**config.mk**
```make
export PLATFORM = sky130hd
export DESIGN_NAME = sm4_block_encrypt_core
export DESIGN_NICKNAME = d
export VERILOG_FILES = /design/src/design/sm4_pkg.sv /design/src/design/sm4_rk_mem.sv /design/src/design/sm4_round.sv /design/src/design/sm4_block_encrypt_core.sv
export SDC_FILE = /design/constraint.sdc
export NUM_CORES = 2
export LEC_CHECK = 0
export BUFFER_PORTS_ARGS = -buffer_cell sky130_fd_sc_hd__buf_2
export CELL_PAD_IN_SITES_DETAIL_PLACEMENT = 1
export CELL_PAD_IN_SITES_GLOBAL_PLACEMENT = 1
export CORE_MARGIN = 1.5
export CORE_UTILIZATION = 40
export CTS_CLUSTER_DIAMETER = 30
export DETAILED_ROUTE_END_ITERATION = 10
export GPL_ROUTABILITY_DRIVEN = 0
export PLACE_DENSITY_LB_ADDON = 0.1
export SYNTH_ARGS = -nofsm -noshare
export SYNTH_HDL_FRONTEND = slang
export SYNTH_SLANG_ARGS = --single-unit
```
**constraint.sdc**
```tcl
create_clock -name clk -period 8.9 [get_ports clk]
set_input_delay 0.445 -clock clk [delete_from_list [all_inputs] [get_ports clk]]
set_output_delay 0.445 -clock clk [all_outputs]
set_load 0.005 [all_outputs]
```
**src/design/sm4_pkg.sv**
```systemverilog
`default_nettype none

package sm4_pkg;

  // Sequencer states.
  typedef enum logic [1:0] {
    ST_IDLE,
    ST_EXPAND,
    ST_PREP,
    ST_ROUND
  } sm4_state_t;

  // System parameter FK, which is XORed into the key before expansion.
  localparam logic [31:0] FK0 = 32'ha3b1bac6;
  localparam logic [31:0] FK1 = 32'h56aa3350;
  localparam logic [31:0] FK2 = 32'h677d9197;
  localparam logic [31:0] FK3 = 32'hb27022dc;

  // SM4 S-box.
  localparam logic [7:0] SBOX [0:255] = '{
    8'hd6,8'h90,8'he9,8'hfe,8'hcc,8'he1,8'h3d,8'hb7,8'h16,8'hb6,8'h14,8'hc2,8'h28,8'hfb,8'h2c,8'h05,
    8'h2b,8'h67,8'h9a,8'h76,8'h2a,8'hbe,8'h04,8'hc3,8'haa,8'h44,8'h13,8'h26,8'h49,8'h86,8'h06,8'h99,
    8'h9c,8'h42,8'h50,8'hf4,8'h91,8'hef,8'h98,8'h7a,8'h33,8'h54,8'h0b,8'h43,8'hed,8'hcf,8'hac,8'h62,
    8'he4,8'hb3,8'h1c,8'ha9,8'hc9,8'h08,8'he8,8'h95,8'h80,8'hdf,8'h94,8'hfa,8'h75,8'h8f,8'h3f,8'ha6,
    8'h47,8'h07,8'ha7,8'hfc,8'hf3,8'h73,8'h17,8'hba,8'h83,8'h59,8'h3c,8'h19,8'he6,8'h85,8'h4f,8'ha8,
    8'h68,8'h6b,8'h81,8'hb2,8'h71,8'h64,8'hda,8'h8b,8'hf8,8'heb,8'h0f,8'h4b,8'h70,8'h56,8'h9d,8'h35,
    8'h1e,8'h24,8'h0e,8'h5e,8'h63,8'h58,8'hd1,8'ha2,8'h25,8'h22,8'h7c,8'h3b,8'h01,8'h21,8'h78,8'h87,
    8'hd4,8'h00,8'h46,8'h57,8'h9f,8'hd3,8'h27,8'h52,8'h4c,8'h36,8'h02,8'he7,8'ha0,8'hc4,8'hc8,8'h9e,
    8'hea,8'hbf,8'h8a,8'hd2,8'h40,8'hc7,8'h38,8'hb5,8'ha3,8'hf7,8'hf2,8'hce,8'hf9,8'h61,8'h15,8'ha1,
    8'he0,8'hae,8'h5d,8'ha4,8'h9b,8'h34,8'h1a,8'h55,8'had,8'h93,8'h32,8'h30,8'hf5,8'h8c,8'hb1,8'he3,
    8'h1d,8'hf6,8'he2,8'h2e,8'h82,8'h66,8'hca,8'h60,8'hc0,8'h29,8'h23,8'hab,8'h0d,8'h53,8'h4e,8'h6f,
    8'hd5,8'hdb,8'h37,8'h45,8'hde,8'hfd,8'h8e,8'h2f,8'h03,8'hff,8'h6a,8'h72,8'h6d,8'h6c,8'h5b,8'h51,
    8'h8d,8'h1b,8'haf,8'h92,8'hbb,8'hdd,8'hbc,8'h7f,8'h11,8'hd9,8'h5c,8'h41,8'h1f,8'h10,8'h5a,8'hd8,
    8'h0a,8'hc1,8'h31,8'h88,8'ha5,8'hcd,8'h7b,8'hbd,8'h2d,8'h74,8'hd0,8'h12,8'hb8,8'he5,8'hb4,8'hb0,
    8'h89,8'h69,8'h97,8'h4a,8'h0c,8'h96,8'h77,8'h7e,8'h65,8'hb9,8'hf1,8'h09,8'hc5,8'h6e,8'hc6,8'h84,
    8'h18,8'hf0,8'h7d,8'hec,8'h3a,8'hdc,8'h4d,8'h20,8'h79,8'hee,8'h5f,8'h3e,8'hd7,8'hcb,8'h39,8'h48
  };

  // Apply the S-box to each byte of a word.
  function automatic logic [31:0] sub_bytes(input logic [31:0] v);
    sub_bytes = {SBOX[v[31:24]], SBOX[v[23:16]], SBOX[v[15:8]], SBOX[v[7:0]]};
  endfunction

  // CK word for round idx: byte j, most significant first, is 7 * (4 * idx + j) mod 256.
  function automatic logic [31:0] ck_word(input logic [7:0] idx);
    logic [7:0]  base;
    logic [31:0] w;
    base = {idx[5:0], 2'b00};
    w    = '0;
    for (int j = 0; j < 4; j++) begin
      w = {w[23:0], 8'((base + 8'(j)) * 8'd7)};
    end
    ck_word = w;
  endfunction

endpackage

`default_nettype wire

```
**src/design/sm4_rk_mem.sv**
```systemverilog
`default_nettype none

module sm4_rk_mem #(
  parameter int DEPTH = 32,
  parameter int AW    = 5
) (
  input  wire logic          clk,
  input  wire logic          wr_en,
  input  wire logic [AW-1:0] wr_addr,
  input  wire logic [31:0]   wr_data,
  input  wire logic [AW-1:0] rd_addr,
  output logic      [31:0]   rd_data
);

  logic [31:0] mem_r [0:DEPTH-1];
  logic [31:0] rd_data_r;

  // Round key store: one write port and one registered read port.
  always_ff @(posedge clk) begin
    if (wr_en) begin
      mem_r[wr_addr] <= wr_data;
    end
    rd_data_r <= mem_r[rd_addr];
  end

  assign rd_data = rd_data_r;

endmodule

`default_nettype wire

```
**src/design/sm4_round.sv**
```systemverilog
`default_nettype none

module sm4_round
  import sm4_pkg::*;
(
  input  wire logic        key_mode,
  input  wire logic [31:0] mix_in,
  input  wire logic [31:0] base_in,
  output logic      [31:0] word_out
);

  logic [31:0] sub_w;
  logic [31:0] lin_w;

  // Nonlinear layer, shared by key expansion and data rounds.
  assign sub_w = sub_bytes(mix_in);

  // Key expansion uses the short linear map; data rounds use the full one.
  always_comb begin
    if (key_mode) begin
      lin_w = sub_w ^ {sub_w[18:0], sub_w[31:19]} ^ {sub_w[8:0], sub_w[31:9]};
    end else begin
      lin_w = sub_w ^ {sub_w[29:0], sub_w[31:30]} ^ {sub_w[21:0], sub_w[31:22]}
            ^ {sub_w[13:0], sub_w[31:14]} ^ {sub_w[7:0], sub_w[31:8]};
    end
  end

  assign word_out = base_in ^ lin_w;

endmodule

`default_nettype wire

```
**src/design/sm4_block_encrypt_core.sv**
```systemverilog
`default_nettype none

// SM4 block encryption engine. Pulse start while busy is low to transfer one 128-bit plaintext
// block; busy stays high until the ciphertext is delivered. The result appears on the out_ ports
// for exactly one cycle with out_valid high and cannot be held off, so the receiver must take
// it then. A block first primes the round key memory read and then runs its rounds through a
// single shared round unit; out_valid rises in the same cycle in which busy goes low again. The
// first block after reset or after any key write first runs the key expansion, one round key
// written to the memory per cycle. Write key words only while busy is low.
module sm4_block_encrypt_core
  import sm4_pkg::*;
#(
  parameter int ROUND_COUNT = 32
) (
  input  wire logic        clk,
  input  wire logic        rst_n,
  input  wire logic        start,
  output logic             busy,
  input  wire logic [31:0] in_plain_word_0,
  input  wire logic [31:0] in_plain_word_1,
  input  wire logic [31:0] in_plain_word_2,
  input  wire logic [31:0] in_plain_word_3,
  output logic             out_valid,
  output logic      [31:0] out_cipher_word_0,
  output logic      [31:0] out_cipher_word_1,
  output logic      [31:0] out_cipher_word_2,
  output logic      [31:0] out_cipher_word_3,
  input  wire logic        cfg_we,
  input  wire logic [1:0]  cfg_index,
  input  wire logic [31:0] cfg_wdata
);

  localparam int              CW   = $clog2(ROUND_COUNT);
  localparam logic [CW-1:0]   LAST = CW'(ROUND_COUNT - 1);

  sm4_state_t    state_r, state_nxt;
  logic [CW-1:0] cnt_r, cnt_nxt;
  logic          keys_ready_r;
  logic          out_valid_r;
  logic [31:0]   key_r [0:3];
  logic [31:0]   k_r   [0:3];
  logic [31:0]   x_r   [0:3];
  logic [31:0]   cipher_r [0:3];

  logic          last_w;
  logic          key_mode;
  logic          mem_we;
  logic [CW-1:0] mem_raddr;
  logic [31:0]   rk_rd;
  logic [31:0]   mix_w;
  logic [31:0]   base_w;
  logic [31:0]   new_word;

  assign last_w = (cnt_r == LAST);

  // Next-state logic.
  always_comb begin
    state_nxt = state_r;
    case (state_r)
      ST_IDLE: begin
        if (start) begin
          state_nxt = keys_ready_r ? ST_PREP : ST_EXPAND;
        end
      end
      ST_EXPAND: begin
        if (last_w) begin
          state_nxt = ST_PREP;
        end
      end
      ST_PREP:  state_nxt = ST_ROUND;
      ST_ROUND: begin
        if (last_w) begin
          state_nxt = ST_IDLE;
        end
      end
      default:  state_nxt = ST_IDLE;
    endcase
  end

  // Control outputs decoded from the state.
  always_comb begin
    busy      = 1'b1;
    key_mode  = 1'b0;
    mem_we    = 1'b0;
    mem_raddr = cnt_r + CW'(1);
    cnt_nxt   = '0;
    case (state_r)
      ST_IDLE:   busy = 1'b0;
      ST_EXPAND: begin
        key_mode = 1'b1;
        mem_we   = 1'b1;
        cnt_nxt  = last_w ? '0 : cnt_r + CW'(1);
      end
      ST_PREP:   mem_raddr = '0;
      ST_ROUND:  cnt_nxt = last_w ? '0 : cnt_r + CW'(1);
      default:   busy = 1'b1;
    endcase
  end

  // Round operand: key words with CK during expansion, data words with the stored key after.
  always_comb begin
    if (key_mode) begin
      mix_w  = k_r[1] ^ k_r[2] ^ k_r[3] ^ ck_word(8'(cnt_r));
      base_w = k_r[0];
    end else begin
      mix_w  = x_r[1] ^ x_r[2] ^ x_r[3] ^ rk_rd;
      base_w = x_r[0];
    end
  end

  sm4_round u_round (
    .key_mode (key_mode),
    .mix_in   (mix_w),
    .base_in  (base_w),
    .word_out (new_word)
  );

  sm4_rk_mem #(
    .DEPTH (ROUND_COUNT),
    .AW    (CW)
  ) u_rk_mem (
    .clk     (clk),
    .wr_en   (mem_we),
    .wr_addr (cnt_r),
    .wr_data (new_word),
    .rd_addr (mem_raddr),
    .rd_data (rk_rd)
  );

  // Control registers and key configuration.
  always_ff @(posedge clk) begin
    if (!rst_n) begin
      state_r      <= ST_IDLE;
      cnt_r        <= '0;
      keys_ready_r <= 1'b0;
      out_valid_r  <= 1'b0;
      for (int i = 0; i < 4; i++) begin
        key_r[i] <= '0;
      end
    end else begin
      state_r     <= state_nxt;
      cnt_r       <= cnt_nxt;
      out_valid_r <= (state_r == ST_ROUND) && last_w;
      if (cfg_we) begin
        key_r[cfg_index] <= cfg_wdata;
        keys_ready_r     <= 1'b0;
      end else if (state_r == ST_EXPAND && last_w) begin
        keys_ready_r <= 1'b1;
      end
    end
  end

  // Datapath: both word windows shift by one word per round.
  always_ff @(posedge clk) begin
    case (state_r)
      ST_IDLE: begin
        if (start) begin
          x_r[0] <= in_plain_word_0;
          x_r[1] <= in_plain_word_1;
          x_r[2] <= in_plain_word_2;
          x_r[3] <= in_plain_word_3;
          k_r[0] <= key_r[0] ^ FK0;
          k_r[1] <= key_r[1] ^ FK1;
          k_r[2] <= key_r[2] ^ FK2;
          k_r[3] <= key_r[3] ^ FK3;
        end
      end
      ST_EXPAND: begin
        k_r[0] <= k_r[1];
        k_r[1] <= k_r[2];
        k_r[2] <= k_r[3];
        k_r[3] <= new_word;
      end
      ST_ROUND: begin
        x_r[0] <= x_r[1];
        x_r[1] <= x_r[2];
        x_r[2] <= x_r[3];
        x_r[3] <= new_word;
        if (last_w) begin
          cipher_r[0] <= new_word;
          cipher_r[1] <= x_r[3];
          cipher_r[2] <= x_r[2];
          cipher_r[3] <= x_r[1];
        end
      end
      default: begin
      end
    endcase
  end

  assign out_valid         = out_valid_r;
  assign out_cipher_word_0 = cipher_r[0];
  assign out_cipher_word_1 = cipher_r[1];
  assign out_cipher_word_2 = cipher_r[2];
  assign out_cipher_word_3 = cipher_r[3];

endmodule

`default_nettype wire

```
-- Word-level counts from Yosys, hierarchy flattened
Memory sizes are Yosys's and may differ from the RTL's. A register that Yosys moved wholly into a read port is not among the register bits.
Cells that the tools add are included.
W data, S select, Z words.
- reduce and logical (&&, ||, !) cells: 8
- bitwise logic cells: 31
- $lt $le $gt $ge: 4
- multiplexer cells: 44
- eq/ne operators: 7
- add/subtract/negate cells: 4
- multipliers: 4
- operators by type and width (cell ; number):
    $xor A32 B32 Y32 ; 13
    $mux W32 ; 12
    $mux W8 ; 8
    $ge A9 B9 Y1 const B ; 4
    $not A8 Y9 ; 4
    $reduce_or A32 Y1 ; 1
    $not A14 Y14 ; 2
    $mul A8 B3 Y8 const B ; 3
    $not A19 Y19 ; 1
    $mux W1 ; 17
    $not A17 Y17 ; 1
    $add A7 B2 Y8 const B ; 2
    $mux W2 ; 5
    $add A7 B1 Y8 const B ; 1
    $or A1 B1 Y1 ; 8
    $pmux W2 S4 ; 1
    $mul A5 B3 Y6 const B ; 1
    $ne A2 B2 Y1 const B ; 3
    $add A5 B1 Y5 const B ; 1
    $eq A5 B5 Y1 const B ; 1
    $mux W5 ; 1
    $eq A2 B2 Y1 const B ; 2
    $reduce_or A2 Y1 ; 2
    $reduce_and A3 Y1 ; 1
    5 further kinds ; 7
- output and inout port bits: 130
- word-level logic and storage cells: 115
- ROM bits: 8192
- bits in registers: 9
- RAM bits: 1536
- bits of input ports: 166
- memories kept: 9
- memory list (name ; words ; bits a word ; rd ports ; clocked after memory_dff ; write ports ; RTL line ; text):
    (no name shown) ; 256 ; 8 ; 1 ; 0 ; 0 ; sm4_pkg.sv:41 ; sub_bytes = {SBOX[v[31:24]], SBOX[v[23:16]], SBOX[v[15:8]], SBOX[v[7:0]]};
    (no name shown) ; 256 ; 8 ; 1 ; 0 ; 0 ; sm4_pkg.sv:41 ;
    (no name shown) ; 256 ; 8 ; 1 ; 0 ; 0 ; sm4_pkg.sv:41 ;
    (no name shown) ; 256 ; 8 ; 1 ; 0 ; 0 ; sm4_pkg.sv:41 ;
    u_rk_mem.mem_r ; 32 ; 32 ; 1 ; 1 ; 1 ; sm4_rk_mem.sv:15 ; logic [31:0] mem_r [0:DEPTH-1];
    cipher_r ; 4 ; 32 ; 4 ; 0 ; 4 ; sm4_block_encrypt_core.sv:43 ; logic [31:0] cipher_r [0:3];
    3 more memories ; n/a ; n/a ; n/a ; n/a ; n/a ; n/a ;

-- Longest topological paths before layout
An unclocked memory read counts as a cell.
- depth after elaboration: 16
- mapped depth: 28
- mapped depth without buffers: 18

-- Modules after synthesis
A second synthesis with hierarchy kept.
- cells, all modules: 6147
- area total of the unflattened synthesis: 79744.0 µm²
- modules (own cells, without submodules) (module ; cells each ; sequential area each (µm²) ; area each (µm²) ; times used):
    sm4_rk_mem ; 2260 ; 31390.1 ; 40485.1 ; 1
    sm4_block_encrypt_core ; 1413 ; 15554.9 ; 22786.9 ; 1
    sm4_round ; 2474 ; 0.0 ; 16472.0 ; 1

-- Worst setup path after synthesis
Ideal clock, no wire load.
- path kind: register to register
- start point: reg state_r[1]
- end point: mem cipher_r[0][8], data pin
- setup slack: 0.551 ns
- cell stages (with the launch flop): 27
- path buffers: 14
- required time: 8.350 ns
- clock period less this slack: 8.349 ns
- data arrival time: 7.799 ns
- cells stage by stage: dfxtp_1 > inv_1 > ha_1 > buf_2 > buf_2 > buf_2 > buf_2 > buf_2 > buf_2 > buf_2 > buf_2 > buf_1 > clkbuf_1 > clkbuf_1 > clkbuf_1 > o21ai_0 > ha_1 > clkbuf_1 > clkbuf_1 > mux4_2 > a211o_1 > a221oi_1 > a211oi_4 > nor3_1 > a2111oi_0 > nand2b_1 > nor4_1
- RTL lines (what ; RTL line ; text):
    from (decl) ; sm4_block_encrypt_core.sv:36 ; sm4_state_t state_r, state_nxt;
    from (signal assigned) ; sm4_block_encrypt_core.sv:141 ; state_r <= state_nxt;
    to (decl) ; sm4_block_encrypt_core.sv:43 ;

-- Final worst setup path
- start point: reg cnt_r[1]
- end point: mem u_rk_mem.mem_r[30][1], data pin
- word-level cells in the longest chain between the ends: 14
- elaborated cells on any way between the ends: 33
- classes of those cells: add/sub (3); mul (4); mux (10); bitwise (12); memory (4)
- ends and longest elaborated chain (what ; RTL line ; text):
    from (decl) ; sm4_block_encrypt_core.sv:37 ; logic [CW-1:0] cnt_r, cnt_nxt;
    from (signal assigned) ; sm4_block_encrypt_core.sv:142 ; cnt_r <= cnt_nxt;
    $add A7 B2 Y8 ; sm4_pkg.sv:51 ; w = {w[23:0], 8'((base + 8'(j)) * 8'd7)};
    $mul A8 B3 Y8 ; sm4_pkg.sv:51 ;
    $xor A32 B32 Y32 * ; sm4_block_encrypt_core.sv:103 ; mix_w = k_r[1] ^ k_r[2] ^ k_r[3] ^ ck_word(8'(cnt_r));
    $mux W32 * ; sm4_block_encrypt_core.sv:102 ; if (key_mode) begin
    $not A8 Y9 (not written as such) ; sm4_pkg.sv:41 ;
    $mem_v2 Z256 W8 ; n/a ;
    $mux W8 (not written as such) (2 in a row) ; sm4_pkg.sv:41 ;
    $xor A32 B32 Y32 (2 in a row) ; sm4_round.sv:23 ; lin_w = sub_w ^ {sub_w[29:0], sub_w[31:30]} ^ {sub_w[21:0], sub_w[31:22]}
    $xor A32 B32 Y32 (2 in a row) ; sm4_round.sv:24 ; ^ {sub_w[13:0], sub_w[31:14]} ^ {sub_w[7:0], sub_w[31:8]};
    $mux W32 * ; sm4_round.sv:20 ; if (key_mode) begin
    $xor A32 B32 Y32 * ; sm4_round.sv:28 ; assign word_out = base_in ^ lin_w;
    named net new_word[1] ; sm4_block_encrypt_core.sv:52 ; logic [31:0] new_word;
    to (decl) ; sm4_rk_mem.sv:15 ;
Mark *: on every way through the listed nets, which the timed path passes. The rest lies on a longest branch. The select of a mux whose other input is x is not followed.

==> flow_metrics.tcl <==
set metrics [dict create \
    final_net_count 6995 \
    hpwl_um 218000 \
    max_slew_margin_pct 14.1 \
    synth_cell_type_count 132 \
    ys_ff_latch 1577 \
    synth_cells 6278 \
    drtAntennaViolNets 0 \
    critPathMaxStageDelay_ns 0.94 \
    grt_pass1_wl_um 487000 \
    r2r_slack_ns 0.62 \
    wire_per_inst_um 35.9 \
    cts_made_buffers 358 \
    yosysSeqAreaShare_pct 57.5 \
    clk_latency_ns 0.97 \
    cts-resized-gates 0 \
    syn2layout_area_growth_pct 22.1 \
    yosys.area_share.simple_pct 7.79 \
    startpoint "cnt_r[1]" \
    synth_top_family_by_area "compound AO/OA/AOI/OAI gates" \
    endpoint "u_rk_mem.mem_r[30][1]" \
    path_class "reg2reg" \
    crit_arrival_ns 8.78 \
    synth_fp_nets 6513 \
    cts-root-buf "clkbuf_16" \
    core_area_sq_um 202000 \
    rows 165 \
    grt_max_degree 153 \
    slew_violations 0 \
    synth_fa_ha_area_share_pct 1.12 \
    r2r-start "cnt_r[1]" \
    syn_area_sq_um 81600 \
    worst-path-buf-inv 3 \
    cp_cell_sequence "inv_1 > ha_1 > xor2_4 > nand3_1 > o211ai_4 > buf_4 > nand2_1 > o21a_1 > o21ai_0 > a211oi_1 > o311ai_4 > xnor2_2 > xnor2_1 > buf_4 > or3_1 > and3_1" \
    cp-end-kind "flop" \
    status "finished, final reports clean" \
    drc 0 \
    initial_core_util_pct 40.3 \
    skew_ns 0.126 \
    async_flop_share_pct 0 \
    tns_ns 0 \
    fin_crit_sh_pct 93.1 \
    grt_setup_unrepaired "no" \
    slowest_stage "and3_1" \
    grt_pass1_vias 63100 \
    clock_path_buffers 4 \
    die_w_um 455 \
    cp_top_family "compound AO/OA/AOI/OAI gates" \
    synth_xor_area_share_pct 5.27 \
    min_period_ns 8.28 \
    muxShareOfSynthArea_pct 9.43 \
    antenna_found_initial 13 \
    cp_max_fo 36 \
    drt-initial-drc-count 8308 \
    start_kind "flop" \
    synth_compound_area_share_pct 15.5 \
    worst_slew_pin_slew_ns 1.28 \
    die_height_um 455 \
    synth_edf_count 1536 \
    finalHoldViolCount 0 \
    drv_cap 0 \
    yosysTopAreaCell "edfxtp_1" \
    setup_viol 0 \
    clk_pin_slew_ns 0.04 \
    post_route_cells_drive_above_1_share_pct 23.5 \
    regToRegEndpoint "u_rk_mem.mem_r[30][1]" \
    ios 296 \
    grt_util_all_layers_pct 33.1 \
    synthFlopType "edfxtp_1" \
    firstDrtPassIters 6 \
    yosys_warnings 0 \
    ctsHtreeMaxLevel 5 \
    synth_area_leaders "edfxtp_1, mux4_2, mux2_2" \
    path_common_cell "buf_4" \
    cts_sinks 1577 \
    die_area_sq_um 207000 \
    routed_via_density 6.49 \
    avgSynthCellArea_sq_um 13.0 \
    crit_required_ns 9.40 \
    vias 63000 \
    fmax_mhz 121 \
    hold_path.class "in2reg" \
    cp_num_cells 16 \
    io_buffers 295 \
    grt_overflow 0 \
    yosysTopAreaCellShare_pct 56.5 \
    rr_worst_depth 16 \
    cts_tree "built" \
    drt_wl_total_um 349000 \
]
## worst min path at each step
stage	cells after the start	start	end
after floorplan	0	x_r[0][109]	cipher_r[1][13]
after global placement	0	x_r[0][72]	cipher_r[2][8]
after detailed placement	0	x_r[0][72]	cipher_r[2][8]
after CTS	2	cfg_wdata[10]	key_r[2][10]
after global routing	2	cfg_wdata[10]	key_r[2][10]
final	2	cfg_wdata[10]	key_r[2][10]
## flip-flops by register name (all words and copies together), names as in the netlist
signal	flops
u_rk_mem.mem_r	1024
cipher_r	128
k_r	128
key_r	128
x_r	128
u_rk_mem.rd_data	32
cnt_r	5
state_r	2
keys_ready_r	1
out_valid	1
## metrics by stage
stage / instance area (sq um) / cells / setup WS [ns] / utilization, % / hold slack, ns
after floorplan: 81600 / 6278 / 0.551 / - / 0.465
after global placement: 86500 / 8942 / 1.03 / 42.7 / 0.475
after detailed placement: 86500 / 8942 / 0.971 / 42.7 / 0.479
after CTS: 99600 / 9707 / 0.928 / 49.2 / 0.00260
after global routing: 99600 / 9713 / 0.587 / 49.2 / 0.00776
final: 99600 / 9718 / 0.615 / 49.2 / 0.0328
## repair_timing
action                    in CTS  in global routing
buffers inserted               0                  0
hold buffers                 130                  0
hold endpoints to repair     201                  0
## cells in the mapped netlist, types with 56 or more instances
cell and number:
o221ai_1 164, buf_1 63, nor3_1 139, xnor2_1 235
a211oi_1 86, o22ai_1 165, o21ai_0 348, ha_1 62
nand3_1 112, nand2_1 363, and3_1 56, xor2_1 96
nor2_1 401, mux4_2 195, edfxtp_1 1536, mux2_2 187
a31oi_1 76, a21oi_1 285, mux2i_1 99, buf_2 152
o211ai_1 108, clkbuf_1 273, and2_1 111
## cells in the final DEF, fill, tap and decap left out, types with 30 or more instances in the layout
cell,count
xnor2_1,231
a211oi_1,83
bufinv_16,49
xor2_1,94
a21oi_1,279
a311oi_1,38
clkinv_1,53
nand2_1,357
mux2_2,187
nand3_1,112
o211ai_1,108
buf_4,227
clkinv_2,56
mux4_2,195
clkbuf_16,362
dlygate4sd3_1,130
a31oi_1,76
o2111ai_1,42
ha_1,60
a221oi_1,45
buf_2,295
and2_1,110
edfxtp_1,1536
dfxtp_1,40
nor2_4,34
a211o_1,30
clkbuf_1,57
nor3_1,138
and3_1,56
inv_1,47
nor2_1,363
o21ai_0,344
o22ai_1,165
mux2i_1,88
o31ai_1,39
o221ai_1,164
## cells by family (layout without fill, tap and decap cells)
family / after synthesis / count (layout)
multiplexers: 493 / 493
XOR/XNOR: 398 / 398
AO/OA/AOI/OAI: 1790 / 1790
other: 0 / 11
adder cells (fa/ha/maj): 69 / 69
flip-flops: 1577 / 1577
AND/OR/NAND/NOR: 1351 / 1351
buffers and inverters: 600 / 1357
## layer usage
metal  up-vias  routed length [um]  track usage (%)  part of all wire, %
li1      26100                   -                -                    -
met1     32700              134000             41.7                   39
met2      3403              165000             53.1                   47
met3       901               26000             5.97                  7.4
met4         0               23400             19.6                  6.7
met5         -                   0                0                    0
## final cells by class
cell class	instances	area, sq um
Fill cell	20200	103000
Sequential cell	1577	46900
Multi-Input combinational cell	4101	32600
Clock buffer	434	9480
Timing Repair Buffer	662	4680
Tap cell	2672	3340
Clock inverter	201	2360
Inverter	60	243
Antenna cell	11	27.5
Power is left out: the tool's default activity adds up to more than one toggle a clock period on the data nets, which glitch-free logic cannot reach.
